[config.mk]
export PLATFORM = sky130hd
export DESIGN_NAME = speed_time_segment_formatter
export DESIGN_NICKNAME = d
export VERILOG_FILES = /design/src/hw/rtl/stf_pkg.sv /design/src/hw/rtl/stf_front.sv /design/src/hw/rtl/stf_queue.sv /design/src/hw/rtl/stf_back.sv /design/src/hw/rtl/speed_time_segment_formatter.sv
export SDC_FILE = /design/constraint.sdc
export NUM_CORES = 1
export LEC_CHECK = 0
export ABC_AREA = 1
export BUFFER_PORTS_ARGS = -buffer_cell sky130_fd_sc_hd__buf_2
export CORE_UTILIZATION = 50
export CTS_CLUSTER_DIAMETER = 60
export DETAILED_ROUTE_END_ITERATION = 7
export PLACE_DENSITY = 0.66
export SLEW_MARGIN = 10
export SYNTH_ARGS = -nofsm -noshare
export SYNTH_HDL_FRONTEND = slang
export SYNTH_SLANG_ARGS = --single-unit
[constraint.sdc]
create_clock -name clock -period 11 [get_ports clock]
set_input_delay 3.3 -clock clock [delete_from_list [all_inputs] [get_ports clock]]
set_output_delay 3.3 -clock clock [all_outputs]
set_load 0.01 [all_outputs]
[src/hw/rtl/stf_pkg.sv]
package stf_pkg;

   // input item: one display update request
   typedef struct packed {
      logic [13:0] speed_value;
      logic [12:0] time_seconds;
      logic        speed_editing;
      logic        time_editing;
      logic        keys_idle;
      logic        point_on;
   } req_type;

   // result item: one display RAM write
   typedef struct packed {
      logic [3:0] lcd_address;
      logic [7:0] segment_byte;
      logic       last_write;
   } rsp_type;

   // formatted bytes of one update, handed from front to back
   typedef struct packed {
      logic [7:0] spd_hi;
      logic [7:0] spd_mid;
      logic [7:0] spd_lo;
      logic [7:0] tim_tens;
      logic [7:0] units_pat;
      logic [7:0] final_byte;
   } item_type;

   localparam logic [13:0] SPEED_MAX = 14'd9999;
   localparam logic [12:0] TIME_MAX  = 13'd5999;
   localparam logic [12:0] SECS_PER_MIN = 13'd60;

   // reciprocal constants: x/10 = (x*6554)>>16 for x < 10000,
   // x/60 = (x*17477)>>20 for x < 6000, x/100 = (x*656)>>16 for x < 1000,
   // x/10 = (x*205)>>11 for x < 100
   localparam logic [12:0] RECIP_10_S16  = 13'd6554;
   localparam logic [14:0] RECIP_60_S20  = 15'd17477;
   localparam logic [9:0]  RECIP_100_S16 = 10'd656;
   localparam logic [7:0]  RECIP_10_S11  = 8'd205;

   localparam logic [7:0] TENS_MARK   = 8'h80;
   localparam logic [7:0] HI_NIBBLE   = 8'hf0;
   localparam logic [7:0] LO_NIBBLE   = 8'h0f;
   localparam logic [7:0] CLR_SEC_BIT = 8'hf7;
   localparam logic [7:0] CLR_MIN_BIT = 8'hfe;
   localparam logic [7:0] CLR_POINT   = 8'h7f;
   localparam logic [7:0] SET_SEC_BIT = 8'h01;
   localparam logic [7:0] SET_MIN_BIT = 8'h08;
   localparam logic [7:0] SET_POINT   = 8'h80;

   // display RAM addresses
   localparam logic [3:0] ADDR_SPD_HI   = 4'h0;
   localparam logic [3:0] ADDR_SPD_MID  = 4'h2;
   localparam logic [3:0] ADDR_SPD_LO   = 4'h4;
   localparam logic [3:0] ADDR_TIM_TENS = 4'h6;
   localparam logic [3:0] ADDR_TIM_UNIT = 4'h8;
   localparam logic [3:0] ADDR_TIM_LOW  = 4'ha;

   // write sequence steps
   localparam logic [2:0] STEP_SPD_HI   = 3'd0;
   localparam logic [2:0] STEP_SPD_MID  = 3'd1;
   localparam logic [2:0] STEP_SPD_LO   = 3'd2;
   localparam logic [2:0] STEP_TIM_TENS = 3'd3;
   localparam logic [2:0] STEP_TIM_UNIT = 3'd4;
   localparam logic [2:0] STEP_TIM_LOW  = 3'd5;
   localparam logic [2:0] STEP_FINAL    = 3'd6;

   localparam int QUEUE_DEPTH = 2;
   localparam int QPTR_W      = (QUEUE_DEPTH > 1) ? $clog2(QUEUE_DEPTH) : 1;
   localparam int QCNT_W      = $clog2(QUEUE_DEPTH + 1);

   localparam logic [7:0] SEG_TABLE [10] = '{
      8'h5f, 8'h06, 8'h3d, 8'h2f, 8'h66, 8'h6b, 8'h7b, 8'h0e, 8'h7f, 8'h6f
   };

   function automatic logic [7:0] seg_encode(input logic [3:0] digit);
      logic [7:0] pat;
      if (digit < 4'd10) begin
         pat = SEG_TABLE[digit];
      end else begin
         pat = 8'h00;
      end
      return pat;
   endfunction

   // two decimal digits {tens, units} of a value below 100
   function automatic logic [7:0] split99(input logic [6:0] value);
      logic [14:0] prod;
      logic [3:0]  tens;
      logic [7:0]  units;
      prod  = 15'(value) * 15'(RECIP_10_S11);
      tens  = prod[14:11];
      units = 8'(value) - 8'(tens) * 8'd10;
      return {tens, units[3:0]};
   endfunction

endpackage

[src/hw/rtl/stf_front.sv]
module stf_front (
   input  logic               clock,
   input  logic               reset,
   input  logic               req_valid,
   output logic               req_ready,
   input  stf_pkg::req_type   req_data,
   output logic               push_valid,
   input  logic               push_ready,
   output stf_pkg::item_type  push_data
);

   logic        advance;
   logic [13:0] spd_clamp;
   logic [12:0] tim_clamp;
   logic [26:0] spd_prod;
   logic [27:0] tim_prod;
   logic        minutes;
   logic [6:0]  tim_val;

   logic        v1_ff, v1_in;
   logic [9:0]  sq1_ff;
   logic [6:0]  tval1_ff;
   logic        min1_ff, spb1_ff, tmb1_ff, pt1_ff;

   logic        v2_ff, v2_in;
   logic [9:0]  sq2_ff;
   logic [3:0]  hund2_ff;
   logic [7:0]  tdig2_ff;
   logic        min2_ff, spb2_ff, tmb2_ff, pt2_ff;

   logic [25:0] hund_prod;
   logic [9:0]  spd_rem;
   logic [7:0]  sdig;
   logic [7:0]  u_pat;
   logic [7:0]  tens_pat;
   logic [7:0]  fin_mode;

   // whole pipeline moves together when its last stage can drain
   assign advance   = !v2_ff || push_ready;
   assign req_ready = advance;

   // stage 1: clamp and scale
   always_comb begin
      spd_clamp = (req_data.speed_value > stf_pkg::SPEED_MAX) ?
                  stf_pkg::SPEED_MAX : req_data.speed_value;
      tim_clamp = (req_data.time_seconds > stf_pkg::TIME_MAX) ?
                  stf_pkg::TIME_MAX : req_data.time_seconds;
      spd_prod  = 27'(spd_clamp) * 27'(stf_pkg::RECIP_10_S16);
      tim_prod  = 28'(tim_clamp) * 28'(stf_pkg::RECIP_60_S20);
      minutes   = tim_clamp >= stf_pkg::SECS_PER_MIN;
      tim_val   = minutes ? tim_prod[26:20] : tim_clamp[6:0];
   end

   assign v1_in = advance ? (req_valid && req_ready) : v1_ff;
   assign v2_in = advance ? v1_ff : v2_ff;

   always_ff @(posedge clock) begin
      if (reset) begin
         v1_ff <= 1'b0;
         v2_ff <= 1'b0;
      end else begin
         v1_ff <= v1_in;
         v2_ff <= v2_in;
      end
   end

   always_ff @(posedge clock) begin
      if (advance) begin
         sq1_ff   <= spd_prod[25:16];
         tval1_ff <= tim_val;
         min1_ff  <= minutes;
         spb1_ff  <= req_data.speed_editing && req_data.keys_idle;
         tmb1_ff  <= req_data.time_editing && req_data.keys_idle;
         pt1_ff   <= req_data.point_on;
      end
   end

   // stage 2: hundreds digit of speed/10, time digits
   assign hund_prod = 26'(sq1_ff) * 26'(stf_pkg::RECIP_100_S16);

   always_ff @(posedge clock) begin
      if (advance) begin
         sq2_ff   <= sq1_ff;
         hund2_ff <= hund_prod[19:16];
         tdig2_ff <= stf_pkg::split99(tval1_ff);
         min2_ff  <= min1_ff;
         spb2_ff  <= spb1_ff;
         tmb2_ff  <= tmb1_ff;
         pt2_ff   <= pt1_ff;
      end
   end

   // encode: remaining speed digits, segment patterns, mode byte
   always_comb begin
      spd_rem  = sq2_ff - 10'(hund2_ff) * 10'd100;
      sdig     = stf_pkg::split99(spd_rem[6:0]);
      u_pat    = tmb2_ff ? 8'h00 : stf_pkg::seg_encode(tdig2_ff[3:0]);
      tens_pat = tmb2_ff ? 8'h00 : stf_pkg::seg_encode(tdig2_ff[7:4]);
      if (min2_ff) begin
         fin_mode = (u_pat | stf_pkg::SET_MIN_BIT) & stf_pkg::CLR_MIN_BIT;
      end else begin
         fin_mode = (u_pat | stf_pkg::SET_SEC_BIT) & stf_pkg::CLR_SEC_BIT;
      end
      push_data.spd_hi   = spb2_ff ? 8'h00 : stf_pkg::seg_encode(hund2_ff);
      push_data.spd_mid  = spb2_ff ? 8'h00 : stf_pkg::seg_encode(sdig[7:4]);
      push_data.spd_lo   = spb2_ff ? 8'h00 : stf_pkg::seg_encode(sdig[3:0]);
      push_data.tim_tens = tens_pat | stf_pkg::TENS_MARK;
      push_data.units_pat = u_pat;
      push_data.final_byte = pt2_ff ? (fin_mode & stf_pkg::CLR_POINT) :
                                      (fin_mode | stf_pkg::SET_POINT);
   end

   assign push_valid = v2_ff;

endmodule

[src/hw/rtl/stf_queue.sv]
module stf_queue (
   input  logic               clock,
   input  logic               reset,
   input  logic               push_valid,
   output logic               push_ready,
   input  stf_pkg::item_type  push_data,
   output logic               pop_valid,
   input  logic               pop_ready,
   output stf_pkg::item_type  pop_data
);

   stf_pkg::item_type entry_ff [stf_pkg::QUEUE_DEPTH];

   logic [stf_pkg::QPTR_W-1:0] wr_ptr_ff, wr_ptr_in;
   logic [stf_pkg::QPTR_W-1:0] rd_ptr_ff, rd_ptr_in;
   logic [stf_pkg::QCNT_W-1:0] count_ff, count_in;
   logic push, pop;

   localparam logic [stf_pkg::QPTR_W-1:0] LAST_PTR =
      stf_pkg::QPTR_W'(stf_pkg::QUEUE_DEPTH - 1);
   localparam logic [stf_pkg::QCNT_W-1:0] FULL_COUNT =
      stf_pkg::QCNT_W'(stf_pkg::QUEUE_DEPTH);

   assign push_ready = count_ff != FULL_COUNT;
   assign pop_valid  = count_ff != '0;
   assign push       = push_valid && push_ready;
   assign pop        = pop_valid && pop_ready;
   assign pop_data   = entry_ff[rd_ptr_ff];

   always_comb begin
      wr_ptr_in = wr_ptr_ff;
      rd_ptr_in = rd_ptr_ff;
      count_in  = count_ff;
      if (push) begin
         wr_ptr_in = (wr_ptr_ff == LAST_PTR) ? '0 : wr_ptr_ff + 1'b1;
      end
      if (pop) begin
         rd_ptr_in = (rd_ptr_ff == LAST_PTR) ? '0 : rd_ptr_ff + 1'b1;
      end
      if (push && !pop) begin
         count_in = count_ff + 1'b1;
      end else if (pop && !push) begin
         count_in = count_ff - 1'b1;
      end
   end

   always_ff @(posedge clock) begin
      if (reset) begin
         wr_ptr_ff <= '0;
         rd_ptr_ff <= '0;
         count_ff  <= '0;
      end else begin
         wr_ptr_ff <= wr_ptr_in;
         rd_ptr_ff <= rd_ptr_in;
         count_ff  <= count_in;
      end
   end

   always_ff @(posedge clock) begin
      if (push) begin
         entry_ff[wr_ptr_ff] <= push_data;
      end
   end

`ifndef SYNTHESIS
   // occupancy never exceeds the storage
   assert property (@(posedge clock) disable iff (reset)
      count_ff <= FULL_COUNT)
      else $error("queue count overflow");

   // pointers agree with occupancy when empty or full
   assert property (@(posedge clock) disable iff (reset)
      (count_ff == '0 || count_ff == FULL_COUNT) |-> wr_ptr_ff == rd_ptr_ff)
      else $error("queue pointers out of step with count");
`endif

endmodule

[src/hw/rtl/stf_back.sv]
module stf_back (
   input  logic               clock,
   input  logic               reset,
   input  logic               pop_valid,
   output logic               pop_ready,
   input  stf_pkg::item_type  pop_data,
   output logic               rsp_valid,
   input  logic               rsp_ready,
   output stf_pkg::rsp_type   rsp_data
);

   logic [2:0]        step_ff, step_in;
   logic              rsp_valid_ff, rsp_valid_in;
   stf_pkg::rsp_type  rsp_ff, rsp_in;
   logic              load;

   assign load      = (!rsp_valid_ff || rsp_ready) && pop_valid;
   assign pop_ready = (!rsp_valid_ff || rsp_ready) && (step_ff == stf_pkg::STEP_FINAL);

   always_comb begin
      rsp_in.last_write = step_ff == stf_pkg::STEP_FINAL;
      case (step_ff)
         stf_pkg::STEP_SPD_HI: begin
            rsp_in.lcd_address  = stf_pkg::ADDR_SPD_HI;
            rsp_in.segment_byte = pop_data.spd_hi;
         end
         stf_pkg::STEP_SPD_MID: begin
            rsp_in.lcd_address  = stf_pkg::ADDR_SPD_MID;
            rsp_in.segment_byte = pop_data.spd_mid;
         end
         stf_pkg::STEP_SPD_LO: begin
            rsp_in.lcd_address  = stf_pkg::ADDR_SPD_LO;
            rsp_in.segment_byte = pop_data.spd_lo;
         end
         stf_pkg::STEP_TIM_TENS: begin
            rsp_in.lcd_address  = stf_pkg::ADDR_TIM_TENS;
            rsp_in.segment_byte = pop_data.tim_tens;
         end
         stf_pkg::STEP_TIM_UNIT: begin
            rsp_in.lcd_address  = stf_pkg::ADDR_TIM_UNIT;
            rsp_in.segment_byte = pop_data.units_pat & stf_pkg::HI_NIBBLE;
         end
         stf_pkg::STEP_TIM_LOW: begin
            rsp_in.lcd_address  = stf_pkg::ADDR_TIM_LOW;
            rsp_in.segment_byte = (pop_data.units_pat & stf_pkg::LO_NIBBLE) << 4;
         end
         stf_pkg::STEP_FINAL: begin
            rsp_in.lcd_address  = stf_pkg::ADDR_TIM_UNIT;
            rsp_in.segment_byte = pop_data.final_byte;
         end
         default: begin
            rsp_in.lcd_address  = stf_pkg::ADDR_SPD_HI;
            rsp_in.segment_byte = 8'h00;
         end
      endcase
   end

   always_comb begin
      step_in      = step_ff;
      rsp_valid_in = rsp_valid_ff;
      if (load) begin
         step_in      = (step_ff == stf_pkg::STEP_FINAL) ? stf_pkg::STEP_SPD_HI :
                                                           step_ff + 3'd1;
         rsp_valid_in = 1'b1;
      end else if (rsp_ready) begin
         rsp_valid_in = 1'b0;
      end
   end

   always_ff @(posedge clock) begin
      if (reset) begin
         step_ff      <= stf_pkg::STEP_SPD_HI;
         rsp_valid_ff <= 1'b0;
      end else begin
         step_ff      <= step_in;
         rsp_valid_ff <= rsp_valid_in;
      end
   end

   always_ff @(posedge clock) begin
      if (load) begin
         rsp_ff <= rsp_in;
      end
   end

   assign rsp_valid = rsp_valid_ff;
   assign rsp_data  = rsp_ff;

`ifndef SYNTHESIS
   // sequencer never leaves the seven write steps
   assert property (@(posedge clock) disable iff (reset)
      step_ff <= stf_pkg::STEP_FINAL)
      else $error("write step out of range");

   // the closing write always goes to the units/mode address
   assert property (@(posedge clock) disable iff (reset)
      rsp_valid_ff && rsp_ff.last_write |-> rsp_ff.lcd_address == stf_pkg::ADDR_TIM_UNIT)
      else $error("last write at wrong address");

   // an item leaves the queue only together with its closing write
   assert property (@(posedge clock) disable iff (reset)
      pop_valid && pop_ready |-> load && rsp_in.last_write)
      else $error("queue entry dropped before all writes sent");
`endif

endmodule

[src/hw/rtl/speed_time_segment_formatter.sv]
// speed/time seven-segment formatter: each request transfer (speed, time,
// edit and idle flags, point flag) yields seven display RAM write transfers
// in fixed order: speed hundreds, tens, units of speed/10 at 0x0, 0x2, 0x4;
// time tens at 0x6; units high nibble at 0x8; units low nibble at 0xa; and
// the mode/point byte at 0x8 again, flagged by last_write. speed is clamped
// to 9999 and time to 5999; time shows seconds below 60 s, minutes from 60 s up.
// throughput is set by the write sequencer, which emits one write per cycle
// while its output is not back-pressured and the queue holds an item; a
// request is registered in the formatter pipeline before it enters the queue,
// and its writes are presented from the sequencer's output register. a
// two-entry queue between formatter and sequencer lets new requests be taken
// while writes of earlier ones are still going out. no state is kept between
// requests and there is no configuration.
module speed_time_segment_formatter (
   input  logic              clock,
   input  logic              reset,
   input  logic              req_valid,
   output logic              req_ready,
   input  stf_pkg::req_type  req_data,
   output logic              rsp_valid,
   input  logic              rsp_ready,
   output stf_pkg::rsp_type  rsp_data
);

   // formatter to queue
   logic              push_valid;
   logic              push_ready;
   stf_pkg::item_type push_data;

   // queue to write sequencer
   logic              pop_valid;
   logic              pop_ready;
   stf_pkg::item_type pop_data;

   // front: clamp, digit split and segment encoding, pipelined
   stf_front u_front (
      .clock      (clock),
      .reset      (reset),
      .req_valid  (req_valid),
      .req_ready  (req_ready),
      .req_data   (req_data),
      .push_valid (push_valid),
      .push_ready (push_ready),
      .push_data  (push_data)
   );

   // short queue of formatted updates
   stf_queue u_queue (
      .clock      (clock),
      .reset      (reset),
      .push_valid (push_valid),
      .push_ready (push_ready),
      .push_data  (push_data),
      .pop_valid  (pop_valid),
      .pop_ready  (pop_ready),
      .pop_data   (pop_data)
   );

   // back: seven-step write sequencer with registered output
   stf_back u_back (
      .clock     (clock),
      .reset     (reset),
      .pop_valid (pop_valid),
      .pop_ready (pop_ready),
      .pop_data  (pop_data),
      .rsp_valid (rsp_valid),
      .rsp_ready (rsp_ready),
      .rsp_data  (rsp_data)
   );

endmodule
==> out/results.txt <==
Final min period -> 8.53 ns
Nets -> 2023
Initial DRC Count -> 465
Die Y -> 171 um
worst-path fanout max -> 11
core area -> 0.0279 mm2
ant diodes -> 0
CTS root buffer -> clkbuf_16
first-pass GRT wire length -> 48000 um
Die Wd -> 171 um
period utilization -> 77.5%
Rel. slew slack -> 25.5%
Syn Inst Count -> 1554
Worst Path Required -> 11.17 ns
status -> finished clean
row count -> 61
vias in the first global route -> 10400
DR vias/cell -> 5.10
initial antenna violation count -> 0
Crit path arrival time -> 8.70 ns
Hold Vio Cnt, Final -> 0
Critical Setup Path Class -> primary input to flop
worst reg2reg path depth -> 30
WHS -> 0.420 ns
synth warn -> 0
Setup Viol. Count Final -> 0
dpl hpwl -> 22900 um
Worst Hold Class -> flop to flop
FILL cells -> 2518
WL final -> 27600 um
worst-margin pin slew -> 1.12 ns
Synth Register Bits -> 143
CP Launch Type -> primary input
GP Congestion -> 0.874
Detail Route Antenna Nets -> 0
Post-synth ARST share -> 0%
Clock Skew -> 0.0118 ns
R2R setup slack -> 4.92 ns
Setup crit end kind -> flop
worst-skew pair later-pin latency -> 0.42 ns
TritonCTS clock tree -> done
f_max -> 117 MHz
hold depth -> 0
post-synthesis sequential area ratio -> 29.2%
# Max-Cap Violations -> 0
largest net degree at the start of global routing -> 48
I/O Buffers -> 48
clock buffer depth -> 2
Avg Cell Area, Syn -> 9.21 um2
Syn Nets -> 1966
PostCTS Resize Cnt -> 0
total gr overflow -> 0
Detailed Routing Iterations Pass 1 -> 5
Post-CTS Setup Bufs -> 0
share of cells above drive strength 1 -> 7.70%
Main synth FF type -> edfxtp_1
Num CTS Buffers -> 17
# H-tree levels -> 4
die area -> 0.0293 mm2
total negative setup slack -> 0 ns
Synth Cell Area -> 0.0143 mm2
Area growth syn-to-layout -> 9.25%
Initial Utilization -> 51.2%
via count -> 10200
clock sinks -> 143
Synth cell types -> 53
Total GRT Usage -> 20.6%
RSZ-0062 raised after global routing -> false
cts-stage hold buffer count -> 0
Slew Limit Fails -> 0
Reg clk slew, reported paths -> 0.06 ns
DRC viols -> 0
WL per Instance -> 13.8 um
num ports -> 50
number of flops mapped to enable cells by yosys -> 132
[cell usage in the layout (no fill, tap or decap), types with 6 or more instances in the layout]
cell / instances
inv_1: 328
ha_1: 291
nand2_1: 238
edfxtp_1: 132
nor2_1: 121
fa_1: 86
a21oi_1: 71
o21ai_0: 50
buf_2: 48
xor2_1: 28
nand3_1: 25
clkbuf_16: 17
nor3_1: 13
xnor2_1: 12
o211ai_1: 11
dfxtp_1: 11
nand4_1: 10
a21o_1: 9
nand2_2: 9
a211oi_1: 9
or2_2: 7
a31oi_1: 7
nor4_1: 6
nand3_2: 6
[state kept, by name, indices dropped and copies added, names as in the netlist, 2 cells and up, named ones only]
name and cells:
u_queue.count_ff 2, u_back.step_ff 3, u_back.rsp_data 12, u_front.tdig2_ff 8
u_queue.entry_ff 76, u_front.sq2_ff 7, u_front.sq1_ff 10, u_front.tval1_ff 7
u_front.hund2_ff 4
[worst max-delay path, cell delays in order]
cell and delay (ns):
buf_2 0.10, nor4_1 0.28, o41ai_1 0.09, nand2_1 0.24, inv_1 0.14, or2_2 0.36
ha_1 0.33, inv_1 0.07, fa_1 0.54, inv_1 0.06, fa_1 0.50, fa_1 0.54
inv_1 0.05, fa_1 0.52, inv_1 0.04, ha_1 0.33, nand2_1 0.10, nor2_1 0.14
nand4_1 0.09, o211ai_1 0.36, nand2_1 0.09, o211ai_1 0.17, a21oi_1 0.13, xnor2_1 0.14
[final timing paths]
check	start	endpoint
setup reg to reg	u_front.hund2_ff[0]	u_queue.entry_ff[0][27]
hold / removal	u_front.pt1_ff	u_front.pt2_ff
hold reg to reg	u_front.pt1_ff	u_front.pt2_ff
setup / recovery	req_data[24]	u_front.sq1_ff[8]
[per-stage QoR]
| step | worst slack [ns] | cells | instance area (um2) | utilization [%] |
|---|---|---|---|---|
| 2_1_floorplan | 2.79 | 1554 | 14300 | - |
| 3_3_place_gp | 2.16 | 1970 | 15000 | 53.7 |
| 3_5_place_dp | 2.06 | 1970 | 15000 | 53.7 |
| 4_1_cts | 2.49 | 2002 | 15600 | 56.0 |
| 5_1_grt | 2.12 | 2002 | 15600 | 56.0 |
| 6_report | 2.47 | 2002 | 15600 | 56.0 |
[cells in the mapped netlist (all sizes together) (10+ instances only)]
cell type	number	area share [%]
inv	332	8.7
ha	291	25
nand2	249	6.8
edfxtp	132	28
nor2	128	3.5
fa	86	12
a21oi	71	2.5
o21ai	57	2.1
nand3	31	1.3
xor2	28	1.7
nor3	13	0.45
clkbuf	12	0.31
xnor2	12	0.73
dfxtp	11	1.5
o211ai	11	0.58
nand4	10	0.44
[per-layer routing]
metal	up-vias	GRT usage, %	part of all wire (%)
li1	5209	-	-
met2	129	38.4	52
met4	0	5.20	1.4
met3	32	2.44	2.2
met1	4846	24.9	44
met5	-	0	0
[area by class of cell]
class	instances	area [um2]	area share, %
inverters	332	1250	7.99
multi-input cells	1065	8840	56.5
clock buffers	17	425	2.72
flip-flops and latches	143	4180	26.8
well taps	378	473	3.02
clock inverters	15	199	1.27
repair buffers	52	270	1.73
[kinds of logic after synthesis]
logic type	share of synthesized area, %
AND/OR/NAND/NOR	13.3
adder cells (fa/ha/maj)	37.5
buffers and inverters	9.17
AO/OA/AOI/OAI	8.22
flip-flops	29.2
XOR/XNOR	2.45
multiplexers	0.149
other	0.0262
Power is left out: the tool's default activity adds up to more than one toggle a clock period on the data nets, which glitch-free logic cannot reach.
